--- config.mk ---
export PLATFORM = sky130hd
export DESIGN_NAME = gnm_cell
export DESIGN_NICKNAME = d
export VERILOG_FILES = /design/src/rtl/gnm_pkg.sv /design/src/rtl/gnm_cell.sv
export SDC_FILE = /design/constraint.sdc
export NUM_CORES = 1
export LEC_CHECK = 0
export BUFFER_PORTS_ARGS = -buffer_cell sky130_fd_sc_hd__buf_4
export CORE_MARGIN = 2
export CORE_UTILIZATION = 49
export CTS_CLUSTER_DIAMETER = 50
export DETAILED_ROUTE_END_ITERATION = 7
export GPL_TIMING_DRIVEN = 0
export PLACE_DENSITY = 0.91
export SETUP_SLACK_MARGIN = 0.05
export SYNTH_ARGS = -nofsm -noshare
export SYNTH_HDL_FRONTEND = slang
export SYNTH_SLANG_ARGS = --single-unit
--- constraint.sdc ---
create_clock -name clk_i -period 1.8 [get_ports clk_i]
set_input_delay 0.09 -clock clk_i [delete_from_list [all_inputs] [get_ports clk_i]]
set_output_delay 0.09 -clock clk_i [all_outputs]
set_load 0.02 [all_outputs]
--- src/rtl/gnm_pkg.sv ---
`timescale 1ns / 1ps
`default_nettype none
package gnm_pkg;

  // Input commands.
  typedef enum logic [1:0] {
    CMD_PAT_BYTE  = 2'd0,
    CMD_PAT_END   = 2'd1,
    CMD_NAME_BYTE = 2'd2,
    CMD_NAME_END  = 2'd3
  } cmd_e;

  // Result status codes.
  localparam logic [1:0] ST_OK       = 2'd0;
  localparam logic [1:0] ST_UNTERM   = 2'd1;
  localparam logic [1:0] ST_TOO_LONG = 2'd2;

  // Pattern syntax bytes.
  localparam logic [7:0] CH_STAR   = 8'h2A;
  localparam logic [7:0] CH_QUEST  = 8'h3F;
  localparam logic [7:0] CH_LBRACK = 8'h5B;
  localparam logic [7:0] CH_BANG   = 8'h21;
  localparam logic [7:0] CH_DASH   = 8'h2D;
  localparam logic [7:0] CH_RBRACK = 8'h5D;
  localparam logic [7:0] CH_BSLASH = 8'h5C;

  // Role of one pattern position after parsing.
  typedef enum logic [2:0] {
    K_END,    // at or past the pattern end: a plain receiving position
    K_LIT,    // literal byte
    K_ESC,    // backslash escape, literal is the next byte
    K_ANY,    // question mark
    K_STAR,   // star
    K_CLASS,  // opening bracket of a class
    K_DEAD,   // trailing backslash, never matches
    K_INNER   // inside a token, passes bits along
  } kind_e;

  // Parser state handed from one position to the next.
  typedef enum logic [2:0] {
    PS_NORMAL,
    PS_ESC,
    PS_FIRST,
    PS_BODY,
    PS_SKIP1,
    PS_SKIP2
  } pst_e;

  // Role of a position inside a class.
  typedef enum logic [1:0] {
    EL_NONE,
    EL_SINGLE,
    EL_RANGE
  } elem_e;

  typedef enum logic [2:0] {
    S_IDLE,
    S_PARSE,
    S_RINIT,
    S_RSWEEP,
    S_ACC,
    S_BINIT,
    S_BSWEEP,
    S_RESULT
  } state_e;

  // Sweep controls broadcast to every cell.
  typedef struct packed {
    logic acc;    // class accumulation sweep
    logic rinit;  // load the rearm start set
    logic binit;  // load the set after a name byte
    logic sweep;  // move completion bits one position right
  } ctl_t;

endpackage
`default_nettype wire

--- src/rtl/gnm_cell.sv ---
`timescale 1ns / 1ps
`default_nettype none
module gnm_cell #(
  parameter int unsigned IDX = 0,
  parameter int unsigned LW  = 7
) (
  input  wire logic          clk_i,
  input  wire logic          rst_ni,
  input  wire gnm_pkg::ctl_t ctl_i,
  input  wire logic [LW-1:0] len_i,
  input  wire logic          wr_en_i,
  input  wire logic [7:0]    wr_byte_i,
  input  wire logic [7:0]    name_i,
  input  wire logic [7:0]    nb1_i,
  input  wire logic [7:0]    nb2_i,
  input  wire logic          pv_i,
  input  wire gnm_pkg::pst_e pst_i,
  input  wire logic          k_i,
  input  wire logic          inside_nxt_i,
  input  wire logic          acc_nxt_i,
  output logic [7:0]         byte_o,
  output logic               pv_o,
  output gnm_pkg::pst_e      pst_o,
  output logic               k_o,
  output logic               inside_o,
  output logic               acc_o,
  output logic               open_o,
  output logic               sm_o,
  output logic               end_o
);

  logic [7:0]     byte_q;
  gnm_pkg::kind_e kind_q, kind_d;
  gnm_pkg::elem_e elem_q, elem_d;
  gnm_pkg::pst_e  pst_q, pst_d;
  logic           inv_q, inv_d, dstar_q, dstar_d, inside_q, inside_d;
  logic           pv_q, k_q, k_d, act_q, act_d, acc_q, acc_d;
  logic           in_pat, p1, p2, at_len, start, is_star, takes, hit;

  assign in_pat = IDX < int'(len_i);
  assign p1     = (IDX + 1) < int'(len_i);
  assign p2     = (IDX + 2) < int'(len_i);
  assign at_len = IDX == int'(len_i);

  // Parse step: decides this position's role from the state handed in.
  always_comb begin
    kind_d   = gnm_pkg::K_END;
    elem_d   = gnm_pkg::EL_NONE;
    pst_d    = gnm_pkg::PS_NORMAL;
    inv_d    = 1'b0;
    dstar_d  = 1'b0;
    inside_d = 1'b0;
    if (in_pat) begin
      unique case (pst_i)
        gnm_pkg::PS_NORMAL: begin
          if (byte_q == gnm_pkg::CH_BSLASH) begin
            kind_d = p1 ? gnm_pkg::K_ESC : gnm_pkg::K_DEAD;
            pst_d  = p1 ? gnm_pkg::PS_ESC : gnm_pkg::PS_NORMAL;
          end else if (byte_q == gnm_pkg::CH_QUEST) begin
            kind_d = gnm_pkg::K_ANY;
          end else if (byte_q == gnm_pkg::CH_STAR) begin
            kind_d  = gnm_pkg::K_STAR;
            dstar_d = p1 && (nb1_i == gnm_pkg::CH_STAR);
          end else if (byte_q == gnm_pkg::CH_LBRACK) begin
            kind_d = gnm_pkg::K_CLASS;
            inv_d  = p1 && (nb1_i == gnm_pkg::CH_BANG);
            pst_d  = gnm_pkg::PS_FIRST;
          end else begin
            kind_d = gnm_pkg::K_LIT;
          end
        end
        gnm_pkg::PS_ESC: begin
          kind_d = gnm_pkg::K_INNER;
        end
        gnm_pkg::PS_FIRST, gnm_pkg::PS_BODY: begin
          kind_d = gnm_pkg::K_INNER;
          if (pst_i == gnm_pkg::PS_FIRST && byte_q == gnm_pkg::CH_BANG) begin
            inside_d = 1'b1;
            pst_d    = gnm_pkg::PS_BODY;
          end else if (byte_q == gnm_pkg::CH_RBRACK) begin
            pst_d = gnm_pkg::PS_NORMAL;
          end else begin
            inside_d = 1'b1;
            if (p2 && nb1_i == gnm_pkg::CH_DASH && nb2_i != gnm_pkg::CH_RBRACK) begin
              elem_d = gnm_pkg::EL_RANGE;
              pst_d  = gnm_pkg::PS_SKIP1;
            end else begin
              elem_d = gnm_pkg::EL_SINGLE;
              pst_d  = gnm_pkg::PS_BODY;
            end
          end
        end
        gnm_pkg::PS_SKIP1: begin
          kind_d   = gnm_pkg::K_INNER;
          inside_d = 1'b1;
          pst_d    = gnm_pkg::PS_SKIP2;
        end
        gnm_pkg::PS_SKIP2: begin
          kind_d   = gnm_pkg::K_INNER;
          inside_d = 1'b1;
          pst_d    = gnm_pkg::PS_BODY;
        end
        default: begin
          kind_d = gnm_pkg::K_END;
        end
      endcase
    end
  end

  assign start   = kind_q != gnm_pkg::K_INNER;
  assign is_star = kind_q == gnm_pkg::K_STAR;

  always_comb begin
    unique case (elem_q)
      gnm_pkg::EL_SINGLE: hit = name_i == byte_q;
      gnm_pkg::EL_RANGE:  hit = (name_i >= byte_q) && (name_i <= nb2_i);
      default:            hit = 1'b0;
    endcase
  end

  always_comb begin
    unique case (kind_q)
      gnm_pkg::K_ANY:   takes = 1'b1;
      gnm_pkg::K_LIT:   takes = name_i == byte_q;
      gnm_pkg::K_ESC:   takes = name_i == nb1_i;
      gnm_pkg::K_CLASS: takes = acc_q ^ inv_q;
      default:          takes = 1'b0;
    endcase
  end

  assign acc_d = hit | (inside_nxt_i & acc_nxt_i);

  always_comb begin
    act_d = act_q;
    k_d   = k_q;
    if (ctl_i.rinit) begin
      act_d = IDX == 0;
      k_d   = (IDX == 0) && is_star;
    end else if (ctl_i.binit) begin
      act_d = act_q & is_star;
      k_d   = act_q & (is_star | (start & takes));
    end else if (ctl_i.sweep) begin
      act_d = act_q | (start & k_i);
      k_d   = start ? (is_star & k_i) : k_i;
    end
  end

  always_ff @(posedge clk_i) begin
    if (wr_en_i) begin
      byte_q <= wr_byte_i;
    end
    if (ctl_i.acc) begin
      acc_q <= acc_d;
    end
    k_q <= k_d;
  end

  always_ff @(posedge clk_i or negedge rst_ni) begin
    if (!rst_ni) begin
      kind_q   <= gnm_pkg::K_END;
      elem_q   <= gnm_pkg::EL_NONE;
      pst_q    <= gnm_pkg::PS_NORMAL;
      inv_q    <= 1'b0;
      dstar_q  <= 1'b0;
      inside_q <= 1'b0;
      pv_q     <= 1'b0;
      act_q    <= IDX == 0;
    end else begin
      pv_q  <= pv_i;
      act_q <= act_d;
      if (pv_i) begin
        kind_q   <= kind_d;
        elem_q   <= elem_d;
        pst_q    <= pst_d;
        inv_q    <= inv_d;
        dstar_q  <= dstar_d;
        inside_q <= inside_d;
      end
    end
  end

  assign byte_o   = byte_q;
  assign pv_o     = pv_q;
  assign pst_o    = pst_q;
  assign k_o      = k_q;
  assign inside_o = inside_q;
  assign acc_o    = acc_q;
  assign open_o   = pv_i && at_len &&
                    (pst_i == gnm_pkg::PS_FIRST || pst_i == gnm_pkg::PS_BODY);
  assign sm_o     = act_q & is_star & dstar_q;
  assign end_o    = act_q & at_len;

endmodule
`default_nettype wire

# == Word-level counts from Yosys, hierarchy flattened ==
# Index checks and enable logic that the tools add are counted.
# W data, S select, Z words.
# totals
word_cells,114
register_bits,23
# classes
n_eq_ne,25
n_bitwise,12
magnitude_cmp,5
n_reduce_logical,15
mux,46
# ops
cell,count
$eq A8 B6 Y1 const B,6
$mux W3,10
$eq A8 B7 Y1 const B,3
$mux W1,22
$mux W2,9
$eq A8 B8 Y1,2
$lt A1 B7 Y1 const A,2
$eq A3 B2 Y1 const B,4
$eq A3 B3 Y1 const B,4
$pmux W3 S4,1
$and A1 B1 Y1,8
$ge A8 B8 Y1,1
$le A8 B8 Y1,1
$logic_and A1 B1 Y1,8
$ne A8 B7 Y1 const B,1
$logic_not A7 Y1,1
$lt A2 B7 Y1 const A,1
$eq A3 B1 Y1 const B,2
$pmux W3 S2,1
$reduce_or A5 Y1,1
$pmux W1 S2,2
$pmux W1 S4,1
$reduce_or A2 Y1,2
$logic_not A3 Y1,1
7 further kinds,9

# == Longest topological paths before layout ==
# logic_depth
depth_word,8
ltp_mapped,7
mapped_depth_nobuf,7

# == Worst setup path after synthesis ==
# No wires, ideal clock.
# synth_path
path_kind,register -> register
startpoint,register byte_q[2] (netlist: byte_o[2])
endpoint,register pst_q[2] (netlist: pst_o[2])
n_path_buf,0
setup_ns,0.133
synth_period_minus_slack_ns,1.737
arrival_time_ns,1.604
slack_ns,0.063
path_stages_with_launch,6
cell_sequence,edfxtp_1 or4_1 nor4_1 nor2_1 a22oi_1 o2bb2ai_1
# synth_between
elab_chain_cells,5
# synth_lines
item,line,rtl
"start, declared",gnm_cell.sv:32,logic [7:0] byte_q;
"start signal, assigned",gnm_cell.sv:150,byte_q <= wr_byte_i;
$eq A8 B7 Y1 or $eq A8 B6 Y1 (tied branches),"gnm_cell.sv:80, gnm_cell.sv:77",
$mux W3 or $logic_and A1 B1 Y1 (tied branches),"gnm_cell.sv:80, gnm_cell.sv:77",
$mux W3 *,gnm_cell.sv:77,if (pst_i == gnm_pkg::PS_FIRST && byte_q == gnm_pkg::CH_BANG) begin
$pmux W3 S4 *,gnm_cell.sv:54,unique case (pst_i)
$mux W3 *,gnm_cell.sv:53,if (in_pat) begin
"end signal, assigned",gnm_cell.sv:162,pst_q <= gnm_pkg::PS_NORMAL;
"end signal, assigned",gnm_cell.sv:174,pst_q <= pst_d;
"end, declared",gnm_cell.sv:35,"gnm_pkg::pst_e pst_q, pst_d;"
# Mark *: on every way between the ends. The rest lies on a longest branch, timed or not.
# A chain may end at the register's enable or synchronous reset.

# == Worst setup path in the final report ==
# layout_path
startpoint,register byte_q[7] (netlist: byte_o[7])
endpoint,register pst_q[2] (netlist: pst_o[2])
# Same word-level chain as after synthesis.

==> summary.md <==
| Metric | Value |
|---|---|
| Post-Syn Nets | 274 |
| Hold WC Path Type | input pin to flop |
| Slowest CP cell | o31ai_2 |
| Drt pass-1 iters | 4 |
| Dominant cell type by area after synthesis | dfrtp_1 |
| Area post-placement | roughly 2400 um2 |
| Clk buf depth | 2 |
| Vias post-DR | slightly below 2000 |
| CP endpoint kind | flop |
| Critical path class | flop to flop |
| Drt total wl | 5.43 mm |
| Cell Rows | 22 |
| Layout area overhead | 48.0% |
| DRT iter0 DRCs | 151 |
| Port Buffers | 70 |
| Top post-synthesis cells by area | dfrtp_1 (16%), edfxtp_1 (16%), ha_1 (14%), inv_1 (5.4%), xor2_1 (2.9%) |
| Final Hold Viols | 0 |
| Critical Path Max Stage Delay | 0.41 ns |
| Starting Density | approximately half |
| Synth Cell Area | 1820 um2 |
| Max_cap viols | 0 |
| Reg2Reg Setup Slack | 0.02 ns |
| DP HPWL | 3.87 mm |
| Die Ht | 65.0 um |
| Most used DFF post-synth | dfrtp_1 |
| # nets final | 372 |
| Post-synth EDFFs | 10 |
| Final Util | 74.8% |
| Register area share after synthesis | 34.4% |
| CP required | 1.96 ns |
| Worst slack, placed | -0.192 ns |
| Initial antenna violation count | 0 |
| Fin worst setup slack | 0.0249 ns |
| Setup tns final | 0 ns |
| Die W | 65.0 um |
| DR vias/cell | around 5.7 |
| Fmax achieved | 563 MHz |
| Post-DR wirelength/cell | between 15 and 20 um |
| Gr usage total | 24.4% |
| WP data arrival | about 1.9 ns |
| Congestion Overflow GR | 0 |
| # IOs | 71 |
| #FFs+latches synth | 23 |
| TritonCTS Buffers | 3 |
| Worst Reg-to-Reg Cells | 6 |
| Clock tree sinks | 23 |
| Hold Path Sink | acc_o |
| Worst Setup SP | byte_o[7] |
| CP startpoint kind | flop |
| Worst skew pair latency | 0.28 ns |
| Total die area | 4220 um2 |
| Setup Viol. Count Final | 0 |
| Lkg Pwr | 0.00129 uW |
| Setup Skew | 0.00358 ns |
| Share of Yosys cell area claimed by the top area cell type | 16.5% |
| Outcome | finished, final reports clean |
| Post-synth top cells | inv_1 (26), ha_1 (21), nand2_1 (13) |
| Root buffer cell | clkbuf_8 |
| Drt drc | 0 |
| Reg2reg start | byte_o[7] |
| Max FO, Critical Path | 4 |
| First-pass GRT wire length | 7.92 mm |
| Inserted Diodes | 0 |
| H-tree level count | 1 |
| Worst reg2reg path endpoint | pst_o[2] |
| Antenna-violating nets left | 0 |
| Clk slew on worst S/H paths | 0.09 ns |
| Synth Area per Inst | 9.11 um2 |
| VDD IR max | ~0.66 mV |
| Core Area | 3610 um2 |
| Worst slew margin | 45.5% |
| Async S/R FF share, synth | 56.5% |
| Ys Warns | 0 |
| Max-slew violations | 0 |
| Slew @ Worst Pin | 0.815 ns |
| RSZ-0062 raised after global routing | yes |
| Beginning of the worst hold path | ctl_i[3] |
| CTS tree | built |
| Final Cycle Share | 98.6% |
| Pin count of the biggest net entering global routing | 14 |
| Hold-critical path depth | 1 |
| Most common cell in the synthesized netlist | inv_1 |
| Share of cells above drive strength 1 | 33.3% |
| Finished Cell Area | 2700 um2 |
| Cell variety after synth | a little over 50 |
| Fin crit period | 1.78 ns |
| GP Congestion | slightly below 0.9 |
| Vias in the first global route | 1783 |
| Worst-path cell chain | buf_4, nand4b_1, o31ai_2, nor2_1, a22oi_1, o2bb2ai_1 |
| Pwr per Cell Area | 543 nW/um2 |
| Cells after synthesis | 200 |
power by group:
group	switching [uW]	internal, uW
sequential	39.6	592
combinational	238	246
clock	193	156
total	470	994
worst max-delay path: cells and delay by family (launching register included):
| family | cells | cell delay (ns) |
|---|---|---|
| flops | 1 | 0.39 |
| compound gates | 3 | 0.67 |
| buf+inv | 1 | 0.16 |
| simple gates | 2 | 0.43 |
placed cells by master, fill, tap and decap left out, types with 4 or more instances in the layout:
cell type      count
dlygate4sd3_1     10
nand2_1           13
o21ai_0            9
nor3_1             5
ha_1              21
o2bb2ai_1          4
buf_4             83
or3_1              4
a21oi_1            8
dfrtp_1           12
inv_1             25
nand4b_1           4
nand4_1            7
nor2_1            11
xor2_1             6
edfxtp_1          10
stage by stage:
step / total power [uW] / cells / hold slack, ns
floorplan: 838 / 200 / -0.206
detailed placement: 1050 / 318 / -0.0590
CTS: 1400 / 332 / 0.0138
global placement: 1040 / 318 / -0.0593
finish: 1460 / 345 / 0.00412
global route: 1530 / 345 / -0.00332
flip-flops by register name, indices dropped and copies added (netlist names):
signal    flops
pv_o          1
byte_o        8
kind_q        3
inside_o      1
k_o           1
pst_o         3
elem_q        2
dstar_q       1
act_q         1
acc_o         1
inv_q         1
routing by layer:
metal / wire length [um] / GRT usage (%) / up-vias
met5: 0 / 0 / -
met4: 227 / 10.6 / 0
met3: 298 / 3.30 / 19
met2: 2670 / 41.9 / 81
met1: 2230 / 30.6 / 927
li1: - / - / 949
worst max path at each step:
stage	endpoint	slack, ns	depth (start not counted)
2_1_floorplan	pst_o[2]	0.06	5
3_3_place_gp	pst_o[0]	-0.17	6
3_5_place_dp	pst_o[0]	-0.19	6
4_1_cts	pst_o[2]	0.02	5
5_1_grt	pst_o[2]	-0.05	6
6_report	pst_o[2]	0.02	6
cells by family (layout without fill, tap and decap cells):
| family | Yosys count | count (layout) | synth area share, % |
|---|---|---|---|
| buffers and inverters | 27 | 124 | 5.56 |
| AO/OA/AOI/OAI | 49 | 49 | 18.7 |
| XOR/XNOR | 9 | 9 | 4.32 |
| AND/OR/NAND/NOR | 71 | 71 | 22.6 |
| flip-flops | 23 | 23 | 34.4 |
| adder cells (fa/ha/maj) | 21 | 21 | 14.4 |
what timing repair did:
item                                    CTS  global route
cloned                                    0             0
pin swaps                                 0             1
endpoints found under the hold margin    22             0
resized for setup                         2            10
hold buffers                             10             0
endpoints found under the setup margin    5             9
setup buffers                             0            13
layout make-up:
type / count / area, um2
multi-input cells: 150 / 1140
fillers: 253 / 908
repair buffers: 93 / 723
flip-flops and latches: 23 / 627
inverters: 26 / 97.6
well taps: 48 / 60.1
clock buffers: 3 / 41.3
clock inverters: 1 / 5.00
plain buffers: 1 / 5.00
Power figures use the tool's default switching activity.
